<file path="src/rtl/core/bwt_pkg.sv">
package bwt_pkg;

    localparam int unsigned ADDR_W   = 32;
    localparam int unsigned WAIT_W   = 5;
    localparam int unsigned COST_W   = 6;
    localparam int unsigned REGION_W = 4;
    localparam int unsigned TOTAL_W  = 32;
    localparam int unsigned CFG_IDX_W = 3;

    localparam logic [7:0] PAGE_LAST_ONCHIP = 8'h07;
    localparam logic [7:0] PAGE_ROM_FIRST   = 8'h08;
    localparam logic [7:0] PAGE_ROM_LAST    = 8'h0D;
    localparam logic [7:0] PAGE_BACKUP      = 8'h0E;

    typedef enum logic [REGION_W-1:0] {
        REG_BIOS      = 4'd0,
        REG_UNUSED    = 4'd1,
        REG_SLOW_WRAM = 4'd2,
        REG_FAST_WRAM = 4'd3,
        REG_IO        = 4'd4,
        REG_PALETTE   = 4'd5,
        REG_VRAM      = 4'd6,
        REG_OAM       = 4'd7,
        REG_ROM0      = 4'd8,
        REG_ROM1      = 4'd9,
        REG_ROM2      = 4'd10,
        REG_BACKUP    = 4'd11,
        REG_INVALID   = 4'd12
    } region_t;

    typedef enum logic [1:0] {
        WIDTH_BYTE = 2'd0,
        WIDTH_HALF = 2'd1,
        WIDTH_WORD = 2'd2,
        WIDTH_NONE = 2'd3
    } access_width_t;

    localparam logic [1:0] KIND_NONSEQ = 2'd0;
    localparam logic [1:0] KIND_SEQ    = 2'd1;

    localparam logic [CFG_IDX_W-1:0] CFG_ROM0_FIRST = 3'd0;
    localparam logic [CFG_IDX_W-1:0] CFG_ROM0_NEXT  = 3'd1;
    localparam logic [CFG_IDX_W-1:0] CFG_ROM1_FIRST = 3'd2;
    localparam logic [CFG_IDX_W-1:0] CFG_ROM1_NEXT  = 3'd3;
    localparam logic [CFG_IDX_W-1:0] CFG_ROM2_FIRST = 3'd4;
    localparam logic [CFG_IDX_W-1:0] CFG_ROM2_NEXT  = 3'd5;
    localparam logic [CFG_IDX_W-1:0] CFG_KEYPAD     = 3'd6;

    localparam logic [ADDR_W-1:0] KEYPAD_RESET = 32'h0400_0130;

    // one nonsequential/sequential pair per ROM window
    typedef struct packed {
        logic [2:0][WAIT_W-1:0] first;
        logic [2:0][WAIT_W-1:0] next;
    } rom_wait_t;

    typedef struct packed {
        logic [ADDR_W-1:0] bus_address;
        logic [1:0]        access_width;
        logic [1:0]        access_kind;
        logic              is_read;
    } access_t;

endpackage

</file>
<file path="src/rtl/core/bus_access_waitstate_timer.sv">
// Bus access wait-state timer. Each item on the slave side is one bus access;
// for each the block returns one item with the region decoded from address
// bits 31..24, the wait cycles for the access and the running 32-bit cycle
// total after it (wrapping). ROM window and backup costs come from the six
// wait-state registers, and reads of the keypad address cost nothing.
// Throughput is one item per clock while results are taken; an input register
// and a result register sit around the decode and single add. The slave side
// keeps accepting while a result waits, until both stages are full. The user must
// write configuration only while no item is in flight; the block does not check.
module bus_access_waitstate_timer
    import bwt_pkg::*;
(
    input  logic        clk,
    input  logic        rst_n,

    input  logic        cfg_we,
    input  logic [2:0]  cfg_index,
    input  logic [31:0] cfg_data,

    input  logic        s_axis_tvalid,
    output logic        s_axis_tready,
    // [31:0] bus_address, [33:32] access_width, zero fill to 40 bits
    input  logic [39:0] s_axis_tdata,
    // [1:0] access_kind, [2] is_read
    input  logic [2:0]  s_axis_tuser,

    output logic        m_axis_tvalid,
    input  logic        m_axis_tready,
    // [5:0] wait_cycles, [9:6] region_code, [41:10] cycle_total, zero fill to 48
    output logic [47:0] m_axis_tdata
);

    rom_wait_t            rom_wait_reg;
    logic [ADDR_W-1:0]    keypad_reg;

    access_t              acc_reg;
    logic                 acc_valid_reg;
    logic                 out_valid_reg;
    logic [COST_W-1:0]    wait_reg;
    logic [REGION_W-1:0]  region_reg;
    logic [TOTAL_W-1:0]   total_reg;
    logic [TOTAL_W-1:0]   total_next;

    logic [COST_W-1:0]    wait_cycles;
    logic [REGION_W-1:0]  region_code;
    logic                 adv;

    always_ff @(posedge clk or negedge rst_n)
    begin
        if (!rst_n)
        begin
            rom_wait_reg.first <= {WAIT_W'(4), WAIT_W'(4), WAIT_W'(4)};
            rom_wait_reg.next  <= {WAIT_W'(8), WAIT_W'(4), WAIT_W'(2)};
            keypad_reg         <= KEYPAD_RESET;
        end
        else if (cfg_we)
        begin
            case (cfg_index)
                CFG_ROM0_FIRST: rom_wait_reg.first[0] <= cfg_data[WAIT_W-1:0];
                CFG_ROM0_NEXT:  rom_wait_reg.next[0]  <= cfg_data[WAIT_W-1:0];
                CFG_ROM1_FIRST: rom_wait_reg.first[1] <= cfg_data[WAIT_W-1:0];
                CFG_ROM1_NEXT:  rom_wait_reg.next[1]  <= cfg_data[WAIT_W-1:0];
                CFG_ROM2_FIRST: rom_wait_reg.first[2] <= cfg_data[WAIT_W-1:0];
                CFG_ROM2_NEXT:  rom_wait_reg.next[2]  <= cfg_data[WAIT_W-1:0];
                CFG_KEYPAD:     keypad_reg            <= cfg_data;
                default: ;
            endcase
        end
    end

    // result stage moves when empty or being taken
    assign adv           = !out_valid_reg || m_axis_tready;
    assign s_axis_tready = !acc_valid_reg || adv;

    always_ff @(posedge clk or negedge rst_n)
    begin
        if (!rst_n)
            acc_valid_reg <= 1'b0;
        else if (s_axis_tready)
            acc_valid_reg <= s_axis_tvalid;
    end

    always_ff @(posedge clk)
    begin
        if (s_axis_tready && s_axis_tvalid)
        begin
            acc_reg.bus_address  <= s_axis_tdata[31:0];
            acc_reg.access_width <= s_axis_tdata[33:32];
            acc_reg.access_kind  <= s_axis_tuser[1:0];
            acc_reg.is_read      <= s_axis_tuser[2];
        end
    end

    bwt_cost u_cost (
        .acc            (acc_reg),
        .rom_wait       (rom_wait_reg),
        .keypad_address (keypad_reg),
        .wait_cycles    (wait_cycles),
        .region_code    (region_code)
    );

    assign total_next = total_reg + TOTAL_W'(wait_cycles);

    always_ff @(posedge clk or negedge rst_n)
    begin
        if (!rst_n)
        begin
            out_valid_reg <= 1'b0;
            total_reg     <= '0;
        end
        else if (adv)
        begin
            out_valid_reg <= acc_valid_reg;
            if (acc_valid_reg)
                total_reg <= total_next;
        end
    end

    always_ff @(posedge clk)
    begin
        if (adv && acc_valid_reg)
        begin
            wait_reg   <= wait_cycles;
            region_reg <= region_code;
        end
    end

    assign m_axis_tvalid = out_valid_reg;
    assign m_axis_tdata  = {6'd0, total_reg, region_reg, wait_reg};

endmodule

</file>
<file path="src/rtl/core/bwt_cost.sv">
module bwt_cost
    import bwt_pkg::*;
(
    input  access_t             acc,
    input  rom_wait_t           rom_wait,
    input  logic [ADDR_W-1:0]   keypad_address,
    output logic [COST_W-1:0]   wait_cycles,
    output logic [REGION_W-1:0] region_code
);

    logic [7:0]          page;
    logic [7:0]          rom_off;
    logic [1:0]          win;
    region_t             region;
    logic [WAIT_W-1:0]   nfirst;
    logic [WAIT_W-1:0]   nnext;
    logic [WAIT_W-1:0]   first;
    logic [COST_W-1:0]   cost;
    logic                timed;

    assign page    = acc.bus_address[ADDR_W-1 -: 8];
    assign rom_off = page - PAGE_ROM_FIRST;

    always_comb
    begin
        if (page <= PAGE_LAST_ONCHIP)
            region = region_t'(page[REGION_W-1:0]);
        else if (page <= PAGE_ROM_LAST)
            region = region_t'(REGION_W'(REG_ROM0) + REGION_W'(rom_off[2:1]));
        else if (page == PAGE_BACKUP)
            region = REG_BACKUP;
        else
            region = REG_INVALID;
    end

    always_comb
    begin
        case (region)
            REG_ROM1: win = 2'd1;
            REG_ROM2: win = 2'd2;
            default:  win = 2'd0;
        endcase
    end

    assign nfirst = rom_wait.first[win];
    assign nnext  = rom_wait.next[win];
    assign first  = (acc.access_kind == KIND_SEQ) ? nnext : nfirst;

    always_comb
    begin
        case (region)
            REG_BIOS, REG_FAST_WRAM, REG_IO, REG_OAM:
                cost = COST_W'(1);
            REG_SLOW_WRAM:
                case (acc.access_width)
                    WIDTH_BYTE, WIDTH_HALF: cost = COST_W'(3);
                    WIDTH_WORD:             cost = COST_W'(6);
                    default:                cost = '0;
                endcase
            REG_PALETTE, REG_VRAM:
                case (acc.access_width)
                    WIDTH_BYTE, WIDTH_HALF: cost = COST_W'(1);
                    WIDTH_WORD:             cost = COST_W'(2);
                    default:                cost = '0;
                endcase
            REG_ROM0, REG_ROM1, REG_ROM2:
                case (acc.access_width)
                    WIDTH_BYTE, WIDTH_HALF: cost = COST_W'(first);
                    WIDTH_WORD:             cost = COST_W'(first) + COST_W'(nnext);
                    default:                cost = '0;
                endcase
            REG_BACKUP:
                cost = COST_W'(rom_wait.first[2]);
            default:
                cost = '0;
        endcase
    end

    // untimed kinds and keypad reads are free
    assign timed = (acc.access_kind == KIND_NONSEQ || acc.access_kind == KIND_SEQ)
                   && !(acc.is_read && acc.bus_address == keypad_address);

    assign wait_cycles = timed ? cost : '0;
    assign region_code = region;

endmodule
</file>
<file path="config.mk">
export PLATFORM = sky130hd
export DESIGN_NAME = bus_access_waitstate_timer
export DESIGN_NICKNAME = d
export VERILOG_FILES = /design/src/rtl/core/bwt_pkg.sv /design/src/rtl/core/bus_access_waitstate_timer.sv /design/src/rtl/core/bwt_cost.sv
export SDC_FILE = /design/constraint.sdc
export NUM_CORES = 1
export LEC_CHECK = 0
export BUFFER_PORTS_ARGS = -buffer_cell sky130_fd_sc_hd__buf_2
export CORE_MARGIN = 3
export CORE_UTILIZATION = 40
export DETAILED_ROUTE_END_ITERATION = 7
export PLACE_DENSITY_LB_ADDON = 0.15
export SLEW_MARGIN = 20
export SYNTH_ARGS = -nofsm -noshare
export SYNTH_HDL_FRONTEND = slang
export SYNTH_SLANG_ARGS = --single-unit
export TNS_END_PERCENT = 5
</file>
<file path="constraint.sdc">
create_clock -name clk -period 5.2 [get_ports clk]
set_input_delay 0.26 -clock clk [delete_from_list [all_inputs] [get_ports clk]]
set_output_delay 0.26 -clock clk [all_outputs]
set_load 0.02 [all_outputs]
</file>
==> run_results.csv, run 1 <==
group,metric,value,unit
min_path,min_path_type,"in -> reg",
die,design.die.area,19500,um^2
finish,largest_reg_flops,37,
placement,place_area,7990,um^2
route,vias,5090,
placement,hpwlAfterDp,12000,um
route,wl,16600,um
finish,final_cells,982,
finish,layout-drive-gt1-share,34.5,%
route,drtIter0Drc,300,
setup_path,path_cells,"nor4_4 > buf_4 > a32oi_1 > a21oi_1 > a21oi_1 > mux2_2 > ha_1 > fa_1 > nand3_1 > a311oi_2 > a221oi_2 > or3_1 > fa_1 > nor2b_1 > o31a_1 > o21ai_0 > buf_4 > a2111oi_2 > xor2_1",
clock_network,cts.sinks,143,
sta,rsz0062_at_grt,"true",
power,power.density,347,nW/um^2
synth,ys_types,63,
power,pwr-share-seq,46.3,%
die,io_pins,133,
power,sw_frac_of_total,26.6,%
global_route,gr-total-overflow,0,
sta,period_share,94.1,%
clock_network,clk_latency,0.42,ns
route,first_pass_iters,5,
placement,dp_cells,929,
route,wl_per_cell,16.9,um
clock_network,cts_buffers,17,
synth,ys_ff_latch,143,
synth,synth_edf_count,47,
route,final_antenna_net_count,0,
route,drc_errors,0,
finish,multiInputGateArea,3110,um^2
setup_path,worst_path_max_delay_cell,"fa_1",
finish,fin_area,8760,um^2
synth,yosysWarnings,0,
synth,synthCells,593,
setup_path,cp-start-kind,"register",
setup_path,critPathLaunch,"acc_reg[36]",
power,p_int,2.23,mW
sta,fin_crit,4.90,ns
sta,max_freq,0.204,GHz
finish,final-seq-area,3830,um^2
power,p_clk_share,38.5,%
die,die_h,140,um
run_status,outcome,"finished clean",
sta,drv_slew,0,
setup_path,critPathKind,"reg -> reg",
finish,fillCellCount,1588,
setup_path,crit_path_max_incr_delay,0.50,ns
sta,max_slew.worst_pin.slew,0.987,ns
finish,layout.nets,840,
global_route,grt_use_total,17.3,%
die,start_util,41.1,%
sta,finalHoldViolCount,0,
clock_network,clk_path_buf_depth,2,
synth,yosysTopAreaCell,"dfrtp_1",
route,viasPerCell,5.18,
power,vdd_drop_max,0.227,mV
placement,place_ws,0.0779,ns
sta,finalSetupViolCount,0,
sta,timing.setup.tns,0,ns
synth,syn_avg_cell_area,12.1,um^2
clock_network,h-tree-depth,4,
die,core.rowCount,48,
clock_network,cts_tree,"built",
finish,syn_to_final_growth,22.6,%
die,core,17400,um^2
setup_path,crit_buf_inv,2,
clock_network,path_clk_slew,0.06,ns
min_path,hp-start,"s_axis_tdata[24]",
placement,io_buffers,120,
clock_network,clockRootBuffer,"clkbuf_16",
synth,synthFlopType,"dfrtp_1",
synth,synth_commonest_cells,"dfrtp_1, mux2_2, edfxtp_1, nand2_1, xnor2_1",
power,total_power,3.04,mW
setup_path,end_kind,"register",
global_route,grt_pass1_vias,5065,
global_route,grt_pass1_wl,27000,um
setup_path,cp_max_fo,13,
synth,synthDominantCellAreaShare,30.1,%
sta,slew-limit-headroom,33.7,%
global_route,antenna_found_initial,0,
global_route,grt_max_degree,57,
power,leakage,3.81,nW
setup_path,cp_top_family,"compound AO/OA/AOI/OAI gates",
synth,async_flop_share,67.1,%
sta,finalWorstSetupSlack,0.304,ns
finish,diodes,0,
sta,skew,0.0118,ns
die,die_width,140,um
setup_path,required,5.54,ns
synth,ys_top_cells_by_area,"dfrtp_1, edfxtp_1, mux2_2, xnor2_1, dfstp_2",
synth,synth.cell_area,7150,um^2
synth,yosysMostFrequentCell,"dfrtp_1",
setup_path,reg2reg_from,"acc_reg[36]",
synth,seq_area_frac_synth,53.5,%
power,p_comb_share,15.3,%
run,maxCapViolCount,0,
power,switchingPower,0.808,mW
setup_path,arrival,5.24,ns
placement,place.gp.congestion,0.872,
power groups by stage:
stage               registers [mW]  logic (mW)  clock network, mW
global placement              1.42       0.444                  0
global route                  1.42       0.522               1.25
finish                        1.41       0.464               1.17
detailed placement            1.43       0.451                  0
floorplan                     1.41       0.326                  0
CTS                           1.41       0.462               1.20
path summary, 6_finish.rpt:
path	endpoint	slack, ns	cells after the start
min in group asynchronous	total_reg[2]	0.37	2
max in group asynchronous	keypad_reg[25]	3.68	3
hold / removal	acc_reg[29]	0.02	1
hold reg to reg	total_reg[31]	0.46	1
setup / recovery	total_reg[20]	0.30	19
setup reg to reg	total_reg[20]	0.30	19
through the flow:
step,utilization [%],hold WS [ns]
finish,50.3,0.0178
global route,50.3,0.000810
CTS,49.9,0.000967
detailed placement,45.9,0.292
global placement,45.9,0.284
floorplan,-,-0.0356
layout by cell type, fill, tap and decap left out, types with 4 or more instances in the layout:
| cell type | n |
|---|---|
| clkbuf_16 | 17 |
| buf_4 | 25 |
| edfxtp_1 | 47 |
| nor4_1 | 5 |
| nand2_1 | 44 |
| mux2_2 | 56 |
| inv_1 | 18 |
| dfstp_2 | 10 |
| a21oi_1 | 16 |
| dfrtp_1 | 86 |
| a211oi_1 | 12 |
| xor2_1 | 27 |
| nor2b_1 | 10 |
| nand4b_1 | 4 |
| nand2b_1 | 13 |
| nor2_1 | 17 |
| inv_6 | 4 |
| ha_1 | 11 |
| conb_1 | 6 |
| nor3b_1 | 6 |
| xnor2_1 | 35 |
| nand4_1 | 16 |
| nand3_1 | 15 |
| buf_2 | 119 |
| and3_1 | 7 |
| a311oi_1 | 10 |
| nor3_1 | 9 |
| and3b_1 | 8 |
| o21ai_0 | 25 |
| dlygate4sd3_1 | 13 |
logic make-up after synthesis:
logic type	share of synthesized area, %
other	0.0524
XOR/XNOR	7.59
adder cells (fa/ha/maj)	2.48
buffers and inverters	3.57
AND/OR/NAND/NOR	14.1
AO/OA/AOI/OAI	9.61
multiplexers	9.10
flip-flops	53.5
routing by layer:
metal | vias to the layer above | GRT usage (%) | routed length [um] | part of all wire, %
li1 | 2461 | - | - | -
met4 | 0 | 5.35 | 229 | 1.4
met1 | 2461 | 23.1 | 7370 | 44
met2 | 151 | 28.1 | 8100 | 49
met3 | 17 | 4.19 | 875 | 5.3
met5 | - | 0 | 0 | 0
area by class of cell:
type	instances	share of cell area, %
tap	225	3.21
sequential	143	43.7
inverter	18	0.771
clock inverter	14	1.48
multi-input combinational	407	35.4
clock buffer	18	5.01
timing repair buffer	157	10.4
repair_timing:
item,CTS,global route
setup endpoints to repair,0,26
endpoints found under the hold margin,52,0
hold buffers,13,0
resized for setup,0,2
setup buffers,0,8
Note: power is estimated with default switching activity, not from simulation.
==> inputs of run 2 (changes only) <==
CELL_PAD_IN_SITES_DETAIL_PLACEMENT = 1   (was default)
CELL_PAD_IN_SITES_GLOBAL_PLACEMENT = 2   (was default)
CORE_UTILIZATION = 37   (was 40)
==> run_results.csv, run 2 (synthesized netlist as in run 1, its figures left out) <==
group,metric,value,unit
route,first_pass_iters,4,
finish,diodes,0,
sta,whs,0.0190,ns
setup_path,crit_path_max_incr_delay,0.49,ns
die,die_width,145,um
finish,layout-drive-gt1-share,34.7,%
placement,hpwlAfterDp,13400,um
global_route,grt_pass1_vias,5679,
finish,syn_to_final_growth,26.3,%
die,design.die.area,21000,um^2
finish,final_util,48.0,%
run_status,outcome,"finished clean",
sta,drv_slew,0,
placement,place_area,8070,um^2
placement,place.gp.congestion,0.811,
route,wl,18600,um
finish,final_cell_mix,"buf_2, dfrtp_1, mux2_2, edfxtp_1, nand2_1",
setup_path,end_kind,"register",
route,drtIter0Drc,139,
setup_path,critPathKind,"reg -> reg",
clock_network,cts_tree,"built",
setup_path,cp-start-kind,"register",
setup_path,endpoint,"total_reg[20]",
setup_path,arrival,5.19,ns
setup_path,cp_top_family,"compound AO/OA/AOI/OAI gates",
global_route,grt_max_degree,67,
clock_network,path_clk_slew,0.07,ns
finish,multiInputGateArea,3130,um^2
setup_path,r2r_slack,0.35,ns
setup_path,cp_max_fo,13,
route,wl_per_cell,18.0,um
clock_network,h-tree-depth,4,
clock_network,cts_buffers,17,
sta,max_freq,0.206,GHz
setup_path,critPathLaunch,"acc_reg[33]",
placement,place_ws,0.0693,ns
route,final_antenna_net_count,0,
power,vdd_drop_max,0.213,mV
setup_path,r2r_end,"total_reg[20]",
finish,fin_area,9030,um^2
min_path,min_path_type,"in -> reg",
clock_network,clk_latency,0.42,ns
finish,largest_reg_flops,37,
clock_network,cts.sinks,143,
route,drc_errors,0,
sta,timing.setup.tns,0,ns
power,leakage,3.90,nW
finish,layout.nets,856,
power,power.density,345,nW/um^2
route,viasPerCell,5.09,
finish,final_cells,1033,
placement,dp_cells,968,
setup_path,path_cells,"nor4_4 > buf_4 > a32oi_1 > a21oi_2 > a21oi_1 > mux2_2 > ha_1 > fa_1 > nand3_1 > a311oi_2 > a221oi_2 > or3_1 > fa_1 > nor2b_1 > o31a_1 > o21ai_0 > buf_4 > a2111oi_2 > xor2_1",
clock_network,clk_path_buf_depth,2,
setup_path,worst_path_max_delay_cell,"fa_1",
setup_path,reg2reg_from,"acc_reg[33]",
clock_network,clockRootBuffer,"clkbuf_16",
setup_path,crit_buf_inv,2,
setup_path,required,5.54,ns
global_route,grt_pass1_wl,30800,um
global_route,gr-total-overflow,0,
sta,max_slew.worst_pin.slew,1.06,ns
power,total_power,3.11,mW
sta,finalWorstSetupSlack,0.347,ns
setup_path,reg2reg_depth,19,
sta,slew-limit-headroom,28.9,%
die,die_h,145,um
run,maxCapViolCount,0,
die,core,18800,um^2
sta,finalSetupViolCount,0,
die,io_pins,133,
die,core.rowCount,50,
sta,fin_crit,4.85,ns
sta,period_share,93.3,%
placement,io_buffers,120,
finish,fillCellCount,2037,
route,vias,5256,
setup_path,cp.depth,19,
global_route,antenna_found_initial,0,
die,start_util,38.0,%
finish,layout_commonest_cell,"buf_2",
sta,finalHoldViolCount,0,
sta,skew,0.0131,ns
global_route,grt_use_total,18.2,%
finish,final-seq-area,3830,um^2
sta,rsz0062_at_grt,"false",
run 2: where the power goes:
| group | switching, mW | internal (mW) |
|---|---|---|
| logic | 0.243 | 0.248 |
| clock network | 0.572 | 0.647 |
| registers | 0.0884 | 1.31 |
| total | 0.903 | 2.21 |
run 2: worst min path at each step:
stage / from / endpoint / slack [ns] / cells past startpoint
floorplan: rst_n / acc_valid_reg / -0.04 / 0
global route: s_axis_tdata[25] / acc_reg[30] / 0.0001 / 1
finish: s_axis_tdata[25] / acc_reg[30] / 0.02 / 1
detailed placement: rst_n / total_reg[0] / 0.23 / 1
global placement: rst_n / total_reg[0] / 0.23 / 1
CTS: s_axis_tdata[10] / acc_reg[15] / 0.0001 / 1
run 2: layer usage:
metal	track usage, %	part of all wire [%]	up-vias
li1	-	-	2497
met1	23.5	45	2635
met2	31.0	50	101
met3	3.44	3.3	23
met4	6.32	1.6	0
met5	0	0	-
run 2: final cells by class:
type	instances	area share [%]
Clock buffer	17	4.71
Clock inverter	15	1.84
Inverter	18	0.748
Multi-Input combinational cell	407	34.7
Sequential cell	143	42.4
Tap cell	260	3.60
Timing Repair Buffer	173	12.1
run 2: worst reg2reg max path, stage by stage, from the launching register on:
cell	delay [ns]
edfxtp_1	0.45
nor4_4	0.29
buf_4	0.19
a32oi_1	0.12
a21oi_2	0.18
a21oi_1	0.09
mux2_2	0.28
ha_1	0.22
fa_1	0.49
nand3_1	0.08
a311oi_2	0.30
a221oi_2	0.09
or3_1	0.37
fa_1	0.44
nor2b_1	0.16
o31a_1	0.16
o21ai_0	0.10
buf_4	0.21
a2111oi_2	0.40
xor2_1	0.17
run 2: timing repair:
item / CTS / global route
hold endpoints to repair: 51 / 1
endpoints found under the setup margin: 0 / 23
hold buffers: 28 / 1
buffers inserted: 0 / 4
resized for setup: 0 / 10
